**config.mk**
```make
export PLATFORM = sky130hd
export DESIGN_NAME = pbb_cmdq
export DESIGN_NICKNAME = d
export VERILOG_FILES = /design/src/pbb_pkg.sv /design/src/pbb_cmdq.sv
export SDC_FILE = /design/constraint.sdc
export NUM_CORES = 1
export LEC_CHECK = 0
export ABC_AREA = 1
export BUFFER_PORTS_ARGS = -buffer_cell sky130_fd_sc_hd__buf_2
export CAP_MARGIN = 20
export CORE_MARGIN = 2
export CORE_UTILIZATION = 45
export CTS_CLUSTER_SIZE = 40
export DETAILED_ROUTE_END_ITERATION = 8
export GPL_ROUTABILITY_DRIVEN = 0
export PLACE_DENSITY_LB_ADDON = 0.08
export SYNTH_ARGS = -nofsm -noshare
export SYNTH_HDL_FRONTEND = slang
export SYNTH_SLANG_ARGS = --single-unit
```
**constraint.sdc**
```tcl
create_clock -name clk -period 9 [get_ports clk]
set_input_delay 0.9 -clock clk [delete_from_list [all_inputs] [get_ports clk]]
set_output_delay 0.9 -clock clk [all_outputs]
set_load 0.1 [all_outputs]
```
**src/pbb_pkg.sv**
```systemverilog
package pbb_pkg;

  // fixed field widths
  localparam int CoordW = 32;
  localparam int ExtentW = 31;

  // queue between front and back
  localparam int CmdqDepth = 8;
  localparam int CmdqAw = $clog2(CmdqDepth);

  // result queue toward the receiver
  localparam int OutqDepth = 4;
  localparam int OutqAw = $clog2(OutqDepth);

  // stages from accept to the front's output register
  localparam int FrontStages = 4;

  typedef logic signed [CoordW-1:0] coord_t;

  // path command codes
  typedef enum logic [2:0] {
    KIND_MOVE  = 3'd0,
    KIND_LINE  = 3'd1,
    KIND_CURVE = 3'd2,
    KIND_CLOSE = 3'd3,
    KIND_NONE  = 3'd4
  } pbb_kind_t;

  // configuration register indexes
  typedef enum logic [2:0] {
    REG_COEF_A        = 3'd0,
    REG_COEF_B        = 3'd1,
    REG_COEF_C        = 3'd2,
    REG_COEF_D        = 3'd3,
    REG_SHIFT_E       = 3'd4,
    REG_SHIFT_F       = 3'd5,
    REG_STROKE_MODE   = 3'd6,
    REG_STROKE_EXTENT = 3'd7
  } pbb_reg_t;

  // stroke modes
  localparam logic [1:0] MODE_FILL = 2'd0;
  localparam logic [1:0] MODE_STROKE = 2'd1;

  // what the back end does with one command
  typedef enum logic [1:0] {
    OP_NONE  = 2'd0,
    OP_HOLD  = 2'd1,
    OP_ADD   = 2'd2,
    OP_FLUSH = 2'd3
  } pbb_op_t;

  typedef struct packed {
    coord_t a;
    coord_t b;
    coord_t c;
    coord_t d;
    coord_t e;
    coord_t f;
  } pbb_matrix_t;

  typedef struct packed {
    coord_t xmin;
    coord_t ymin;
    coord_t xmax;
    coord_t ymax;
  } pbb_box_t;

  typedef struct packed {
    pbb_op_t op;
    logic last;
    logic widen;
  } pbb_ctl_t;

  // one classified command, points already transformed and reduced to a box
  typedef struct packed {
    pbb_ctl_t ctl;
    pbb_box_t box;
  } pbb_item_t;

  typedef struct packed {
    pbb_box_t box;
    logic is_empty;
  } pbb_result_t;

endpackage

```
**src/pbb_cmdq.sv**
```systemverilog
module pbb_cmdq import pbb_pkg::*; (
  input  logic            clk,
  input  logic            rst,
  input  logic            wr_en,
  input  pbb_item_t       din,
  input  logic            rd_en,
  output pbb_item_t       dout,
  output logic            has_data,
  output logic [CmdqAw:0] count
);

  pbb_item_t entries [CmdqDepth];
  logic [CmdqAw-1:0] wr_ptr, rd_ptr;

  // entry storage
  always_ff @(posedge clk) begin
    if (wr_en) begin
      entries[wr_ptr] <= din;
    end
  end

  // pointers and fill count
  always_ff @(posedge clk) begin
    if (rst) begin
      wr_ptr <= '0;
      rd_ptr <= '0;
      count <= '0;
    end else begin
      if (wr_en) begin
        wr_ptr <= wr_ptr + 1'b1;
      end
      if (rd_en) begin
        rd_ptr <= rd_ptr + 1'b1;
      end
      if (wr_en && !rd_en) begin
        count <= count + 1'b1;
      end else if (!wr_en && rd_en) begin
        count <= count - 1'b1;
      end
    end
  end

  assign dout = entries[rd_ptr];
  assign has_data = count != '0;

endmodule

```
==> results.ini <==
[finish]
final_cells=5174
syn_to_final_growth_pct=12.8
final_area_sq_um=48400
nets=3955
final_common_cell=nor2_1
layout_common_cells=1064 x nor2_1, 1056 x edfxtp_1, 681 x nand2_1
drive_gt1_frac=0.121

[clock_tree]
cts_tree=yes
cts_buffers=114
clock-sinks=1069
post_cts.repair.setup_buffers=0
clk_pin_slew_ns=0.06
cts_htree_levels=3
post_cts_resized=0
cts_hold_buf=0
clock_latency_ns=0.67
root_buffer=clkbuf_16
clk_path_buf_depth=3

[sta]
rsz0062_at_grt=false
setup_viol=0
setup-tns-final_ns=0
worst_slew_pin_slew_ns=1.59
fin_crit_sh=0.613
final.setup.worst_slack_ns=3.48
maxSlewViolCount=71
relSlewSlack=-0.0618
max_freq_ghz=0.181
clock_skew_ns=0.0234
post-route-min-period_ns=5.52
hold_violations=0

[worst_setup_path]
cp-endpoint=dout[45]
critPathMaxFanout=83
reg2regPathDepth=4
critPathArrivalTime_ns=4.62
crit_type=register to primary output
r2r-start=wr_ptr[0]
crit_path_start_kind=register
reg2reg_slack_ns=5.96
end_kind=primary output
required_ns=8.10
r2r_end=entries[7][103]

[power]
finalPower_mw=11.9
p_comb_frac=0.153
p_clk_frac=0.374
p_sw_mw=3.39
seqPwrFrac=0.473
ir_drop_mv=0.161
power.density_nw_per_um2=246
p_int_mw=8.52
switching_share=0.285
leakagePower_nw=17.6

[placement]
placed_cells=4962
dpl_cell_area_sq_um=44800
io_buffers=272
place_ws_ns=4.10
dp_hpwl_mm=50.3

[global_routing]
grt_pass1_wl_mm=157
antenna_found_initial=21
grt_use_total=0.211
grt_start_max_net_pins=289
grt_overflow=0
first_global_vias=25700

[hold_path]
min_from=din[125]
hold_path_class=primary input to register

[route]
dr_wl_met3_mm=4.76
wl_per_cell_um=20.1
num_vias=26200
top_layer=met5
wl_met1_mm=46.3
vias_per_cell=5.07
wl_mm=104
initialDrtViolationCount=1929
postRouteAntennaNets=0
wl_met2_mm=50.9
drcViolationCount=0
detail_route.first_pass.iterations=5

[synthesis]
syn_nets=3736
syn_area_sq_um=42900
ys_types=27
ys_seq_elements=1069
synth-seq-area-share=0.745
yosys_warnings=0
syn_avg_cell_area_sq_um=11.9
netlist_instances=3594

[outcome]
outcome=complete, but fails checks
violations=max-slew violations

[floorplanning]
die_x_um=313
start_util=0.453
rows=113
ios=273
die_y_um=313
core_area_sq_um=94700
dieArea_sq_um=97800

[flow_run]
cap_violations=0

## cells by family (layout without fill, tap and decap cells)
logic type | after synthesis | count (layout) | synth area share
AO/OA/AOI/OAI | 537 | 537 | 0.0627
XOR/XNOR | 2 | 2 | 0.000408
adder cells (fa/ha/maj) | 6 | 6 | 0.00193
buffers and inverters | 219 | 528 | 0.0352
flip-flops | 1069 | 1069 | 0.745
other | 0 | 6 | 0
AND/OR/NAND/NOR | 1761 | 1761 | 0.154
## per-stage QoR
| step | utilization | hold slack, ns |
|---|---|---|
| 6_report | 0.511 | 0.491 |
| 5_1_grt | 0.511 | 0.470 |
| 4_1_cts | 0.511 | 0.440 |
| 3_5_place_dp | 0.473 | 0.488 |
| 3_3_place_gp | 0.473 | 0.485 |
| 2_1_floorplan | - | 0.457 |
## sequential cells by signal (all words and copies together), names as in the netlist, named ones only
register	cells
rd_ptr	3
wr_ptr	3
entries	1056
count	4
## worst max-delay path: stages, from the launching register on
cell	delay [ns]
dfxtp_4	1.01
buf_4	0.84
buf_4	0.81
nor2_1	0.11
nor2_1	0.11
o21ai_0	0.09
nand2_1	0.11
nand2_1	0.05
nand2_1	0.17
buf_2	0.45
## area by class of cell
class / instances / area (sq um)
fill: 8357 / 46300
sequential: 1069 / 32000
multi-input combinational: 2306 / 9480
clock buffer: 150 / 3050
timing repair buffer: 308 / 1720
tap: 1265 / 1580
clock inverter: 56 / 483
inverter: 14 / 81.3
antenna: 6 / 15.0
## worst min-delay path by stage
stage | endpoint | depth (start not counted)
after floorplan | register | 2
after global placement | register | 2
after detailed placement | register | 2
after CTS | entries[6][118] | 1
after global routing | entries[4][3] | 1
final | entries[6][125] | 1
## layer usage
layer	track usage	vias to the layer above
li1	-	12800
met1	0.283	12800
met2	0.357	479
met3	0.0364	161
met4	0.0572	26
met5	0	-
## power by group through the flow
stage | sequential (mW) | combinational (mW) | clock [mW]
global placement | 5.74 | 1.84 | 0
finish | 5.64 | 1.82 | 4.46
CTS | 5.64 | 1.84 | 4.55
detailed placement | 5.74 | 1.84 | 0
global route | 5.64 | 1.96 | 4.75
floorplan | 5.76 | 1.46 | 0
## Yosys cell counts
cell type  instances  area (sq um)
buf_2            112           561
a211oi_1           1          7.51
nor3b_1            1          7.51
edfxtp_1        1056         31700
a21oi_1            7          35.0
inv_2              1          3.75
o21ai_0          201          1010
inv_1             11          41.3
clkbuf_2           9          45.0
clkinv_1           1          3.75
clkbuf_8           8           110
nor2_1          1072          4020
dfxtp_1           13           260
nand2_1          681          2560
xnor2_1            1          8.76
xor2_1             1          8.76
inv_6              1          8.76
buf_6             53           597
clkbuf_1           7          26.3
or2_2              2          12.5
fa_1               1          20.0
o21ai_1          328          1640
buf_4             14           105
ha_1               5          62.6
nand3_1            4          20.0
nor3_1             1          5.00
buf_1              2          7.51
No activity file was read; power rests on OpenSTA's default activity.
