--- config.mk ---
export PLATFORM = sky130hd
export DESIGN_NAME = pbb_back
export DESIGN_NICKNAME = d
export VERILOG_FILES = /design/src/pbb_pkg.sv /design/src/pbb_back.sv
export SDC_FILE = /design/constraint.sdc
export NUM_CORES = 2
export LEC_CHECK = 0
export ABC_CLOCK_PERIOD_IN_PS = 17200
export BUFFER_PORTS_ARGS = -buffer_cell sky130_fd_sc_hd__buf_4
export CORE_UTILIZATION = 45
export CTS_CLUSTER_SIZE = 28
export DETAILED_ROUTE_END_ITERATION = 7
export GPL_TIMING_DRIVEN = 0
export PLACE_DENSITY = 0.6
export SLEW_MARGIN = 10
export SYNTH_ARGS = -nofsm -noshare
export SYNTH_HDL_FRONTEND = slang
export SYNTH_SLANG_ARGS = --single-unit
export TNS_END_PERCENT = 1
--- constraint.sdc ---
create_clock -name clk -period 17.2 [get_ports clk]
set_input_delay 3.44 -clock clk [delete_from_list [all_inputs] [get_ports clk]]
set_output_delay 3.44 -clock clk [all_outputs]
set_load 0.1 [all_outputs]
--- src/pbb_pkg.sv ---
package pbb_pkg;

  // fixed field widths
  localparam int CoordW = 32;
  localparam int ExtentW = 31;

  // queue between front and back
  localparam int CmdqDepth = 8;
  localparam int CmdqAw = $clog2(CmdqDepth);

  // result queue toward the receiver
  localparam int OutqDepth = 4;
  localparam int OutqAw = $clog2(OutqDepth);

  // stages from accept to the front's output register
  localparam int FrontStages = 4;

  typedef logic signed [CoordW-1:0] coord_t;

  // path command codes
  typedef enum logic [2:0] {
    KIND_MOVE  = 3'd0,
    KIND_LINE  = 3'd1,
    KIND_CURVE = 3'd2,
    KIND_CLOSE = 3'd3,
    KIND_NONE  = 3'd4
  } pbb_kind_t;

  // configuration register indexes
  typedef enum logic [2:0] {
    REG_COEF_A        = 3'd0,
    REG_COEF_B        = 3'd1,
    REG_COEF_C        = 3'd2,
    REG_COEF_D        = 3'd3,
    REG_SHIFT_E       = 3'd4,
    REG_SHIFT_F       = 3'd5,
    REG_STROKE_MODE   = 3'd6,
    REG_STROKE_EXTENT = 3'd7
  } pbb_reg_t;

  // stroke modes
  localparam logic [1:0] MODE_FILL = 2'd0;
  localparam logic [1:0] MODE_STROKE = 2'd1;

  // what the back end does with one command
  typedef enum logic [1:0] {
    OP_NONE  = 2'd0,
    OP_HOLD  = 2'd1,
    OP_ADD   = 2'd2,
    OP_FLUSH = 2'd3
  } pbb_op_t;

  typedef struct packed {
    coord_t a;
    coord_t b;
    coord_t c;
    coord_t d;
    coord_t e;
    coord_t f;
  } pbb_matrix_t;

  typedef struct packed {
    coord_t xmin;
    coord_t ymin;
    coord_t xmax;
    coord_t ymax;
  } pbb_box_t;

  typedef struct packed {
    pbb_op_t op;
    logic last;
    logic widen;
  } pbb_ctl_t;

  // one classified command, points already transformed and reduced to a box
  typedef struct packed {
    pbb_ctl_t ctl;
    pbb_box_t box;
  } pbb_item_t;

  typedef struct packed {
    pbb_box_t box;
    logic is_empty;
  } pbb_result_t;

endpackage

--- src/pbb_back.sv ---
module pbb_back import pbb_pkg::*; (
  input  logic               clk,
  input  logic               rst,
  input  pbb_item_t          head,
  input  logic               head_valid,
  output logic               take,
  input  logic [ExtentW-1:0] extent,
  output logic               empty,
  input  logic               pop,
  output pbb_result_t        result
);

  pbb_box_t run;
  logic started;
  coord_t pend_x, pend_y;
  logic pend_valid;
  logic use_pend, use_item;
  pbb_box_t pend_box, m1, m2;
  logic m1v, m2v;

  logic r_valid;
  logic r_widen;
  pbb_result_t r_res;
  pbb_result_t w_res;
  logic [CoordW-1:0] half;

  pbb_result_t outq [OutqDepth];
  logic [OutqAw-1:0] oq_wr, oq_rd;
  logic [OutqAw:0] oq_count;
  logic [OutqAw+1:0] oq_level;
  logic oq_pop;

  function automatic pbb_box_t merge_box(pbb_box_t a, logic va, pbb_box_t b, logic vb);
    pbb_box_t r;
    r = a;
    if (!va) begin
      r = b;
    end else if (vb) begin
      if (b.xmin < a.xmin) r.xmin = b.xmin;
      if (b.ymin < a.ymin) r.ymin = b.ymin;
      if (b.xmax > a.xmax) r.xmax = b.xmax;
      if (b.ymax > a.ymax) r.ymax = b.ymax;
    end
    return r;
  endfunction

  // 33-bit edge after widening, clamped to 32 bits
  function automatic coord_t sat_edge(logic [CoordW:0] v);
    coord_t r;
    unique case (v[CoordW:CoordW-1])
      2'b01:   r = {1'b0, {(CoordW-1){1'b1}}};
      2'b10:   r = {1'b1, {(CoordW-1){1'b0}}};
      default: r = v[CoordW-1:0];
    endcase
    return r;
  endfunction

  // room for a result: queue fill plus the widening stage
  assign oq_level = (OutqAw+2)'(oq_count) + (OutqAw+2)'(r_valid);
  assign take = head_valid && (!head.ctl.last || (oq_level < (OutqAw+2)'(OutqDepth)));

  // merge held move and command box into the running box
  assign use_pend = pend_valid && ((head.ctl.op == OP_ADD) || (head.ctl.op == OP_FLUSH));
  assign use_item = head.ctl.op == OP_ADD;
  assign pend_box = '{xmin: pend_x, ymin: pend_y, xmax: pend_x, ymax: pend_y};

  always_comb begin
    m1 = merge_box(run, started, pend_box, use_pend);
    m1v = started || use_pend;
    m2 = merge_box(m1, m1v, head.box, use_item);
    m2v = m1v || use_item;
  end

  // running path state
  always_ff @(posedge clk) begin
    if (rst) begin
      started <= 1'b0;
      pend_valid <= 1'b0;
    end else if (take) begin
      if (head.ctl.last) begin
        started <= 1'b0;
        pend_valid <= 1'b0;
      end else begin
        started <= m2v;
        if (head.ctl.op == OP_HOLD) begin
          pend_valid <= 1'b1;
        end else if (use_pend) begin
          pend_valid <= 1'b0;
        end
      end
    end
  end

  always_ff @(posedge clk) begin
    if (take) begin
      run <= m2;
      if (head.ctl.op == OP_HOLD) begin
        pend_x <= head.box.xmin;
        pend_y <= head.box.ymin;
      end
    end
  end

  // finished box register
  always_ff @(posedge clk) begin
    if (rst) begin
      r_valid <= 1'b0;
    end else begin
      r_valid <= take && head.ctl.last;
    end
  end

  always_ff @(posedge clk) begin
    if (take && head.ctl.last) begin
      r_res.box <= m2v ? m2 : '0;
      r_res.is_empty <= !m2v;
      r_widen <= head.ctl.widen && m2v;
    end
  end

  // widen by half the stroke extent when stroking
  assign half = {2'b00, extent[ExtentW-1:1]};

  always_comb begin
    w_res = r_res;
    if (r_widen) begin
      w_res.box.xmin = sat_edge({r_res.box.xmin[CoordW-1], r_res.box.xmin} - {1'b0, half});
      w_res.box.ymin = sat_edge({r_res.box.ymin[CoordW-1], r_res.box.ymin} - {1'b0, half});
      w_res.box.xmax = sat_edge({r_res.box.xmax[CoordW-1], r_res.box.xmax} + {1'b0, half});
      w_res.box.ymax = sat_edge({r_res.box.ymax[CoordW-1], r_res.box.ymax} + {1'b0, half});
    end
  end

  // result queue
  assign oq_pop = pop && !empty;

  always_ff @(posedge clk) begin
    if (r_valid) begin
      outq[oq_wr] <= w_res;
    end
  end

  always_ff @(posedge clk) begin
    if (rst) begin
      oq_wr <= '0;
      oq_rd <= '0;
      oq_count <= '0;
    end else begin
      if (r_valid) begin
        oq_wr <= oq_wr + 1'b1;
      end
      if (oq_pop) begin
        oq_rd <= oq_rd + 1'b1;
      end
      if (r_valid && !oq_pop) begin
        oq_count <= oq_count + 1'b1;
      end else if (!r_valid && oq_pop) begin
        oq_count <= oq_count - 1'b1;
      end
    end
  end

  assign empty = oq_count == '0;
  assign result = outq[oq_rd];

endmodule

==> out/results.txt <==
# Max-Cap Violations = 0
Wirelength per Cell = 25.18 um
Total routed wirelength = 145.5 mm
Fill cell count = 9171
CTS H-Tree Depth = 3
Layout cell share with drive strength beyond 1 = 15.94%
CP startpoint kind = input port
Main combinational cell family by area after synthesis = compound AO/OA/AOI/OAI gates
Via count = 33.81k
Post-synth net total = 4456
Drt initial violations = 3337
Synthesized cell area = 47680 um^2
Placer Congestion = 0.9587
Finish-stage setup viols = 0
Fin. max-slew vios = 0
#FFs+latches synth = 850
CP Data Arrival Time = 9.23 ns
Sequential area share after synthesis = 53.29%
Tot GR Track Use = 26.89%
Worst Setup End Kind = register
Clk slew on worst S/H paths = 0.06 ns
Power per standard cell area = 125.7 nW/um^2
Unrepaired setup endpoints after global routing = false
Setup CP Type = input port to register
Worst Clk Skew = 0.03539 ns
Synth Instances = 3899
CP Capture Point = outq[2][105]
Yosys cell types = 79
P&R area growth vs syn = 15.95%
Post-synth EDFFs = 838
Syn Area/Cell = 12.23 um^2
Max incr delay on CP = 0.67 ns
Power Total = 6.947 mW
RR Startpoint = pend_x[25]
Initial Utilization = 45.35%
Min cycle time layout = 8.872 ns
Initial antenna violation count = 9
Status = completed
R2R cell count = 22
Most common cell after layout, fill and taps aside = edfxtp_1
Xor/xnor share of the synthesized area = 1.727%
Drt drc = 0
Crit path max fanout = 10
Post-route antenna net violation count = 0
Hold Slack = 0.5299 ns
First-pass GRT wire length = 211.9 mm
NumNets Final = 4866
Final worst setup slack = 8.328 ns
Hold_buf cts = 0
CTS tree = built
FP Rows = 119
Most frequent cells in the layout = edfxtp_1, a21oi_1, ha_1
Synth Area in Adders = 10.31%
Multiplexer share of the synthesized area = 9.915%
Synth Area in Simple Gates = 8.647%
Vias per inst = 5.850
Clock Path Buffers = 3
Compound-Gate Fraction of Synth Area = 12.83%
Setup bufs post-CTS = 0
Root Driver = clkbuf_16
Die area = 107300 um^2
TritonRoute pass-1 iters = 7
Worst hold path type = register to register
Final hold violation count = 0
Detailed Place HPWL = 113.7 mm
Largest net degree at the start of global routing = 66
Total CTS buffers = 91
Number of global-route vias before repair = 32.16k
Sum of buffers and inverters on the critical path = 4
Grt ovf = 0
Slew headroom = 9.632%
Fin crit share = 51.58%
CTS-repair resized insts = 0
R2R Path End = r_res[38]
CORE AREA = 105100 um^2
Skew-Pair Late Insertion Delay = 0.67 ns
Max rail drop VDD = 113.8 uV
Delay-heaviest family, CP = compound AO/OA/AOI/OAI gates
Post-synth ARST share = 0%
Die width = 327.5 um
Reg2reg setup slack = 9.66 ns
CTS sink count = 850
Crit. path cell count = 16
Vert. Die Dim = 327.5 um
Layout Utilization = 52.59%
PortBufs = 296
Leak = 21.78 nW
Crit-path slowest cell = o41ai_1
First element of the critical path = extent[2]
IO Pins = 298
DP Worst Slack = 7.779 ns
Synth warn = 0
Top FF cell, synth = edfxtp_1
Slew @ Worst Pin = 1.341 ns
CP Cell Sequence = buf_4 -> inv_1 -> ha_1 -> nor2b_1 -> o31a_1 -> o41ai_1 -> o31ai_1 -> a2111oi_0 -> o21ai_0 -> a211oi_1 -> xnor2_1 -> ha_1 -> clkbuf_1 -> clkbuf_1 -> nand2_1 -> a21oi_1
FMAX = 112.7 MHz
Req. time, crit path = 17.56 ns
[where the power goes]
group	total, mW	internal (mW)	switching [mW]
Clock	2.02	1.20	0.820
Sequential	2.58	2.50	0.0833
Combinational	2.35	0.702	1.64
[registers in the layout, summed over array words and instances, names as in the netlist, named ones only]
signal	flops
outq	516
oq_wr	2
r_res	129
oq_rd	2
pend_y	32
pend_valid	1
pend_x	32
run	128
oq_count	3
r_valid	1
r_widen	1
started	1
[per-layer routing]
metal | track usage (%) | routed length, um | part of all wire (%) | vias to the layer above
met3 | 2.810 | 8947 | 6.1 | 195
met4 | 9.011 | 4661 | 3.2 | 4
met2 | 41.14 | 65180 | 45 | 1144
met5 | 0 | 23 | 0.016 | -
li1 | - | - | - | 15700
met1 | 39.89 | 66680 | 46 | 16760
[stage by stage]
step,std cells,instance area [um^2],setup TNS [ns]
6_report,5779,55280,0
5_1_grt,5777,55280,0
4_1_cts,5776,55270,0
3_5_place_dp,5607,52200,0
3_3_place_gp,5586,51640,-554.64
2_1_floorplan,3899,47680,0
[cell type report]
| cell class | instances | area (um^2) | share of cell area (%) |
|---|---|---|---|
| buffer | 153 | 620.6 | 1.123 |
| multi-input combinational | 2645 | 20740 | 37.52 |
| tap | 1391 | 1740 | 3.148 |
| clock buffer | 122 | 2561 | 4.633 |
| clock inverter | 47 | 510.5 | 0.9234 |
| timing repair buffer | 317 | 2755 | 4.984 |
| inverter | 251 | 942.2 | 1.704 |
| antenna | 3 | 7.507 | 0.01358 |
| sequential | 850 | 25400 | 45.95 |
[cells by family after synthesis]
| kind of cell | count (synthesis) |
|---|---|
| AO/OA/AOI/OAI | 978 |
| AND/OR/NAND/NOR | 893 |
| flip-flops | 850 |
| buffers and inverters | 404 |
| adder cells (fa/ha/maj) | 390 |
| multiplexers | 290 |
| XOR/XNOR | 94 |
[cells in the mapped netlist, types with 7 or more instances]
| cell | number | share of area [%] |
|---|---|---|
| a2111oi_0 | 9 | 0.17 |
| a211oi_1 | 47 | 0.74 |
| a21boi_0 | 10 | 0.16 |
| a21o_1 | 149 | 2.3 |
| a21oi_1 | 394 | 4.1 |
| a31oi_1 | 19 | 0.25 |
| and2_1 | 14 | 0.18 |
| and3_1 | 23 | 0.30 |
| and4_1 | 7 | 0.13 |
| buf_1 | 31 | 0.24 |
| buf_2 | 13 | 0.14 |
| clkbuf_1 | 105 | 0.83 |
| dfxtp_1 | 12 | 0.50 |
| edfxtp_1 | 838 | 53 |
| ha_1 | 385 | 10 |
| inv_1 | 251 | 2.0 |
| mux2_2 | 52 | 1.2 |
| mux2_4 | 29 | 0.91 |
| mux2i_1 | 80 | 1.7 |
| mux4_2 | 129 | 6.1 |
| nand2_1 | 235 | 1.9 |
| nand2b_1 | 33 | 0.43 |
| nand3_1 | 55 | 0.58 |
| nand3b_1 | 14 | 0.22 |
| nand4_1 | 55 | 0.72 |
| nor2_1 | 328 | 2.6 |
| nor2b_1 | 38 | 0.50 |
| nor3_1 | 42 | 0.44 |
| nor4_1 | 13 | 0.17 |
| o211ai_1 | 13 | 0.20 |
| o21a_1 | 46 | 0.72 |
| o21ai_0 | 147 | 1.5 |
| o21bai_1 | 13 | 0.20 |
| o221ai_1 | 8 | 0.15 |
| o22ai_1 | 8 | 0.10 |
| o2bb2ai_1 | 33 | 0.61 |
| o31ai_1 | 10 | 0.16 |
| or3_1 | 20 | 0.26 |
| xnor2_1 | 56 | 1.0 |
| xor2_1 | 38 | 0.70 |
[how the worst min path moves through the flow]
stage,endpoint,from,cells past startpoint
floorplan,outq[0][0],r_res[0],0
global placement,oq_count[2],oq_count[2],2
detailed placement,oq_count[2],oq_count[2],2
CTS,oq_count[2],oq_count[2],2
global route,oq_count[2],oq_count[2],2
finish,oq_count[2],oq_count[2],2
[tightest hold or removal path, stage by stage, from the launching register on]
cell and delay [ns]:
dfxtp_1 0.33, o21ai_0 0.08, a21oi_1 0.07
No activity file was read; power rests on OpenSTA's default activity.
